`src/gcd_pkg.sv`:
```
// shared constants and types for the gcd unit
`timescale 1ns / 1ps
`default_nettype none

package gcd_pkg;

  localparam int DATA_WIDTH  = 32;
  localparam int SHIFT_W     = $clog2(DATA_WIDTH);
  localparam int QUEUE_DEPTH = 2;
  localparam int QPTR_W      = (QUEUE_DEPTH > 1) ? $clog2(QUEUE_DEPTH) : 1;
  localparam int QCNT_W      = $clog2(QUEUE_DEPTH + 1);

  typedef logic [DATA_WIDTH-1:0] mag_t;

  typedef struct packed {
    mag_t a;
    mag_t b;
  } operands_t;

  typedef enum logic [1:0] {
    ST_IDLE,
    ST_RUN,
    ST_DONE
  } core_state_t;

endpackage

`default_nettype wire

```
`src/gcd_front.sv`:
```
// front end: takes operands and turns them into magnitudes for the queue
`timescale 1ns / 1ps
`default_nettype none

module gcd_front
  import gcd_pkg::*;
(
  input  wire logic signed [DATA_WIDTH-1:0] first_value,
  input  wire logic signed [DATA_WIDTH-1:0] second_value,
  output operands_t                         item
);

  mag_t raw_a;
  mag_t raw_b;

  assign raw_a = $unsigned(first_value);
  assign raw_b = $unsigned(second_value);

  // most negative value wraps to 2^(w-1), which the unsigned field holds
  always_comb begin
    item.a = raw_a[DATA_WIDTH-1] ? (~raw_a + mag_t'(1)) : raw_a;
    item.b = raw_b[DATA_WIDTH-1] ? (~raw_b + mag_t'(1)) : raw_b;
  end

endmodule

`default_nettype wire

```
`src/gcd_queue.sv`:
```
// short queue of operand pairs between the front end and the engine
`timescale 1ns / 1ps
`default_nettype none

module gcd_queue
  import gcd_pkg::*;
(
  input  wire logic      clk,
  input  wire logic      rst,
  input  wire logic      wr_en,
  input  wire operands_t wr_item,
  output logic           full,
  input  wire logic      rd_en,
  output operands_t      rd_item,
  output logic           empty
);

  operands_t             slots [QUEUE_DEPTH];
  logic [QPTR_W-1:0]     wr_ptr;
  logic [QPTR_W-1:0]     rd_ptr;
  logic [QCNT_W-1:0]     count;
  logic                  do_wr;
  logic                  do_rd;

  assign full    = (count == QCNT_W'(QUEUE_DEPTH));
  assign empty   = (count == '0);
  assign do_wr   = wr_en && !full;
  assign do_rd   = rd_en && !empty;
  assign rd_item = slots[rd_ptr];

  always_ff @(posedge clk) begin
    if (do_wr) begin
      slots[wr_ptr] <= wr_item;
    end
  end

  always_ff @(posedge clk) begin
    if (rst) begin
      wr_ptr <= '0;
      rd_ptr <= '0;
      count  <= '0;
    end else begin
      if (do_wr) begin
        wr_ptr <= (wr_ptr == QPTR_W'(QUEUE_DEPTH - 1)) ? '0 : wr_ptr + QPTR_W'(1);
      end
      if (do_rd) begin
        rd_ptr <= (rd_ptr == QPTR_W'(QUEUE_DEPTH - 1)) ? '0 : rd_ptr + QPTR_W'(1);
      end
      if (do_wr && !do_rd) begin
        count <= count + QCNT_W'(1);
      end else if (do_rd && !do_wr) begin
        count <= count - QCNT_W'(1);
      end
    end
  end

endmodule

`default_nettype wire

```
`src/gcd_core.sv`:
```
// back end: binary gcd engine with a result register
`timescale 1ns / 1ps
`default_nettype none

module gcd_core
  import gcd_pkg::*;
(
  input  wire logic      clk,
  input  wire logic      rst,
  input  wire operands_t q_item,
  input  wire logic      q_empty,
  output logic           q_pop,
  output logic           empty,
  input  wire logic      pop,
  output logic [DATA_WIDTH-1:0] divisor
);

  core_state_t           state;
  core_state_t           state_next;
  mag_t                  a;
  mag_t                  a_next;
  mag_t                  b;
  mag_t                  b_next;
  logic [SHIFT_W-1:0]    k;
  logic [SHIFT_W-1:0]    k_next;
  mag_t                  result;
  mag_t                  result_next;
  mag_t                  diff_ab;
  mag_t                  diff_ba;

  assign diff_ab = a - b;
  assign diff_ba = b - a;
  assign empty   = (state != ST_DONE);
  assign divisor = result;

  always_comb begin
    state_next  = state;
    a_next      = a;
    b_next      = b;
    k_next      = k;
    result_next = result;
    q_pop       = 1'b0;
    case (state)
      ST_IDLE: begin
        if (!q_empty) begin
          q_pop      = 1'b1;
          a_next     = q_item.a;
          b_next     = q_item.b;
          k_next     = '0;
          state_next = ST_RUN;
        end
      end
      ST_RUN: begin
        if (a == '0) begin
          result_next = b << k;
          state_next  = ST_DONE;
        end else if (b == '0) begin
          result_next = a << k;
          state_next  = ST_DONE;
        end else if (!a[0] && !b[0]) begin
          // common factor of two, put back at the end
          a_next = a >> 1;
          b_next = b >> 1;
          k_next = k + SHIFT_W'(1);
        end else if (!a[0]) begin
          a_next = a >> 1;
        end else if (!b[0]) begin
          b_next = b >> 1;
        end else if (a >= b) begin
          // both odd, so the difference is even
          a_next = diff_ab >> 1;
        end else begin
          b_next = diff_ba >> 1;
        end
      end
      ST_DONE: begin
        if (pop) begin
          if (!q_empty) begin
            q_pop      = 1'b1;
            a_next     = q_item.a;
            b_next     = q_item.b;
            k_next     = '0;
            state_next = ST_RUN;
          end else begin
            state_next = ST_IDLE;
          end
        end
      end
      default: begin
        state_next = ST_IDLE;
      end
    endcase
  end

  always_ff @(posedge clk) begin
    if (rst) begin
      state <= ST_IDLE;
    end else begin
      state <= state_next;
    end
  end

  always_ff @(posedge clk) begin
    a      <= a_next;
    b      <= b_next;
    k      <= k_next;
    result <= result_next;
  end

endmodule

`default_nettype wire

```
`src/gcd_unit.sv`:
```
// gcd unit top level: front end, operand queue and gcd engine
//
// Input side looks like a queue: an item (first_value, second_value) is
// taken at a clock edge with push high and full low. The front end turns
// both operands into magnitudes and writes them to a two-entry queue.
// Result side also looks like a queue: while empty is low, divisor holds
// the gcd of the oldest item; it is taken at an edge with pop high.
// From the accepting edge: the engine is loaded from the queue, runs its
// steps (binary gcd: halving or subtract-and-halve) until one operand is
// zero, then writes the result shifted back by the common factor of two.
// Throughput is one item per engine run; the engine loads the next queued
// item in the cycle its result is popped.
// When the receiver stalls the result stays put, the engine waits and the
// queue keeps taking items until it holds two, then full goes high.
// Synchronous reset empties the queue and the result slot.
`timescale 1ns / 1ps
`default_nettype none

module gcd_unit
  import gcd_pkg::*;
(
  input  wire logic                         clk,
  input  wire logic                         rst,
  input  wire logic                         push,
  output logic                              full,
  input  wire logic signed [DATA_WIDTH-1:0] first_value,
  input  wire logic signed [DATA_WIDTH-1:0] second_value,
  output logic                              empty,
  input  wire logic                         pop,
  output logic [DATA_WIDTH-1:0]             divisor
);

  operands_t front_item;
  operands_t q_item;
  logic      q_empty;
  logic      q_pop;

  gcd_front u_front (
    .first_value  (first_value),
    .second_value (second_value),
    .item         (front_item)
  );

  gcd_queue u_queue (
    .clk     (clk),
    .rst     (rst),
    .wr_en   (push),
    .wr_item (front_item),
    .full    (full),
    .rd_en   (q_pop),
    .rd_item (q_item),
    .empty   (q_empty)
  );

  gcd_core u_core (
    .clk     (clk),
    .rst     (rst),
    .q_item  (q_item),
    .q_empty (q_empty),
    .q_pop   (q_pop),
    .empty   (empty),
    .pop     (pop),
    .divisor (divisor)
  );

endmodule

`default_nettype wire
```
`config.mk`:
```
export PLATFORM = sky130hd
export DESIGN_NAME = gcd_unit
export DESIGN_NICKNAME = d
export VERILOG_FILES = /design/src/gcd_pkg.sv /design/src/gcd_front.sv /design/src/gcd_queue.sv /design/src/gcd_core.sv /design/src/gcd_unit.sv
export SDC_FILE = /design/constraint.sdc
export NUM_CORES = 1
export LEC_CHECK = 0
export BUFFER_PORTS_ARGS = -buffer_cell sky130_fd_sc_hd__buf_2
export CAP_MARGIN = 20
export CORE_ASPECT_RATIO = 0.9
export CORE_MARGIN = 4
export CORE_UTILIZATION = 49
export DETAILED_ROUTE_END_ITERATION = 6
export PLACE_DENSITY = 0.69
export SYNTH_ARGS = -nofsm -noshare
export SYNTH_HDL_FRONTEND = slang
export SYNTH_SLANG_ARGS = --single-unit
export TNS_END_PERCENT = 30
```
`constraint.sdc`:
```
create_clock -name clk -period 4.38 [get_ports clk]
set_clock_uncertainty 0.05 [all_clocks]
set_input_delay 1.095 -clock clk [delete_from_list [all_inputs] [get_ports clk]]
set_output_delay 1.095 -clock clk [all_outputs]
set_load 0.02 [all_outputs]
```
==> run_results.csv <==
group,metric,value,unit
clocking,cts_hold_buf,0,
clocking,cts_buffers,26,
yosys,syn-num-nets,1704,
die,core,32120,um^2
min_path,hold_path.class,"register to register",
yosys,synthCells,1566,
global_route,initial_antenna_violation_count,0,
sta,setup-violations-final,0,
final_layout,post-route-cell-area,18050,um^2
die,initial_core_util,49.88,%
sta,tightest_slew,910.6,ps
global_route,grt_first_pass_wirelength,73.00,mm
final_layout,nets,1801,
routing,remaining_drc_errors,0,
sta,slew_viol_final,0,
yosys,synthMuxAreaShare,10.14,%
worst_setup_path,worst-path-max-fanout,17,
final_layout,drive_above_1_share,15.52,%
yosys,synth.top_cells.by_area,"edfxtp_1 (43%), mux2i_1 (5.5%), ha_1 (5.3%), xnor2_1 (5.2%), a21oi_1 (4.2%)",
final_layout,area_delta_synth_final,12.72,%
worst_setup_path,worstPathRequired,4560,ps
yosys,post_synth_and_or_nand_nor_area_fraction,11.86,%
clocking,cts_resized,0,
die,horiz_die_dim,198.6,um
clocking,tritoncts_num_sinks,236,
yosys,synth_fa_ha_area_share,5.562,%
worst_setup_path,cp-start-kind,"register",
yosys,post-synth-top-count-cell,"edfxtp_1",
routing,final_antenna_net_count,0,
yosys,synth-edff-count,229,
outcome,status,"finished, final reports clean",
global_route,global_route.overflow_total,0,
global_route,grt_start_max_net_pins,65,
clocking,ctsRootBufferMaster,"clkbuf_16",
worst_setup_path,endpoint_kind,"register",
die,rows,62,
routing,first_pass_iters,6,
worst_setup_path,kind_of_critical_path,"register to register",
clocking,cts_max_path_buffers,3,
routing,routedWlPerCell,22.65,um
yosys,synth-seq-cells,236,
routing,via_per_inst,6.290,
die,dieHeight,179.5,um
die,design.die.area,35650,um^2
yosys,synth_compound_gate_area_share,18.08,%
routing,routed-via-count,13200,
placed_design,detailed_place.area,17160,um^2
routing,totalWireLength,47.52,mm
clocking,h-tree-depth,1,
placed_design,port_buffer_count,101,
yosys,netlist.top_cell.by_area,"edfxtp_1",
sta,timing.final.crit_share,87.44,%
yosys,synth.cells.most_frequent,"edfxtp_1 (229), a21oi_1 (133), nand2_1 (112), o21ai_0 (111), inv_1 (97)",
yosys,synth-seq-area-share,43.81,%
global_route,number_of_global_route_vias_before_repair,12690,
clocking,clock_latency,550,ps
worst_setup_path,worstPathArrival,4000,ps
final_layout,fill_cells,2840,
clocking,clk_pin_slew,70,ps
sta,max_slew_margin,39.23,%
sta,max_freq,0.2611,GHz
yosys,synth.cell_area,16020,um^2
job,max_cap_viols,0,
sta,timing.final.crit_period,3830,ps
yosys,synth.top_cell.area_share,42.93,%
yosys,combinational_family_with_the_most_area_after_synthesis,"compound AO/OA/AOI/OAI gates",
placed_design,gp_routability_congestion,1.014,
sta,rsz0062_at_grt,"false",
global_route,groute.usage.overall,25.75,%
yosys,synth_cell_types,73,
routing,detail_route.iter0.violations,1834,
placed_design,dp_hpwl,35.57,mm
yosys,avgSynthCellArea,10.23,um^2
sta,final.hold.worst_slack,467.1,ps
yosys,yosys.area_share.xor_xnor,6.179,%
yosys,synth-main-ff-cell,"edfxtp_1",
die,num_io_pins,102,
yosys,async_flop_share,0,%
clocking,cts_setup_buffers,0,
final_layout,n_diodes,0,
sta,hold_viol,0,
yosys,yosysWarnings,0,
clocking,cts_tree,"built",
[kinds of logic after synthesis]
family / count (synthesis)
AND/OR/NAND/NOR: 381
AO/OA/AOI/OAI: 455
adder cells (fa/ha/maj): 70
XOR/XNOR: 113
flip-flops: 236
multiplexers: 125
buffers and inverters: 186
[cells in the final DEF (no fill, tap or decap), drive strengths merged, types with 10 or more instances in the layout]
cell type,Yosys,final
o21a,10,10
buf,14,156
a221oi,10,10
o31ai,23,23
nand2,112,112
and3,11,11
inv,99,100
o221ai,13,13
a21oi,133,133
nor2,94,94
xnor2,96,96
a31oi,14,14
o21ai,111,111
ha,68,68
nor2b,10,10
a211oi,12,12
o211ai,13,13
nor4,24,24
a22oi,41,41
or3,20,20
nand4,13,13
nand3,19,19
and2,13,13
xor2,17,17
nor3,24,24
mux4,29,29
mux2i,88,88
nand2b,11,11
clkbuf,73,34
or4,10,10
edfxtp,229,229
a21o,16,16
o41ai,10,10
[metrics by stage]
stage	TNS, ps	std cells	setup WS [ps]	utilization, %
2_1_floorplan	-876.4	1566	-13.69	-
3_3_place_gp	0	2051	342.7	53.43
3_5_place_dp	0	2051	264.0	53.43
4_1_cts	0	2098	662.9	56.22
5_1_grt	0	2098	436.2	56.22
6_report	0	2098	550.1	56.22
[path summary, 6_finish.rpt]
check                 start             end  slack, ps  cells past startpoint
max             u_core.b[8]    u_core.a[26]        550                     12
min          u_queue.rd_ptr  u_queue.rd_ptr        470                      2
max reg2reg     u_core.b[8]    u_core.a[26]        550                     12
min reg2reg  u_queue.rd_ptr  u_queue.rd_ptr        470                      2
[flip-flops by register name, summed over array words and instances, names as in the netlist, named ones only]
| signal | cells |
|---|---|
| u_core.divisor | 32 |
| u_queue.rd_ptr | 1 |
| u_core.k | 5 |
| u_queue.slots | 128 |
| u_queue.wr_ptr | 1 |
| u_core.b | 32 |
| u_core.a | 32 |
| u_core.state | 2 |
| u_queue.count | 2 |
[layer usage]
layer	wire (um)	vias up	GRT usage, %
met2	21180	648	39.37
met5	0	-	0
li1	-	6098	-
met4	1441	0	7.412
met1	20420	6361	37.83
met3	4483	89	4.549
[cell type report]
class                           count  area (um^2)  share of cell area (%)
Clock buffer                       34        733.2                   4.061
Inverter                           99        371.6                   2.058
Timing Repair Buffer              156        918.4                   5.087
Multi-Input combinational cell   1144         8329                   46.13
Clock inverter                     13        161.4                  0.8940
Sequential cell                   236         7020                   38.88
Tap cell                          416        520.5                   2.883
[critical path, cell delays in order, from the launching register on]
cell      delay [ps]
edfxtp_1         430
inv_1             80
ha_1             500
and4_1           350
and3_1           330
o211ai_1         220
nand3b_1         210
o311a_1          370
nor2_1           130
buf_4            200
a21o_1           190
a21oi_2          140
buf_4            280
Power is left out: the tool's default activity adds up to more than one toggle a clock period on the data nets, which glitch-free logic cannot reach.
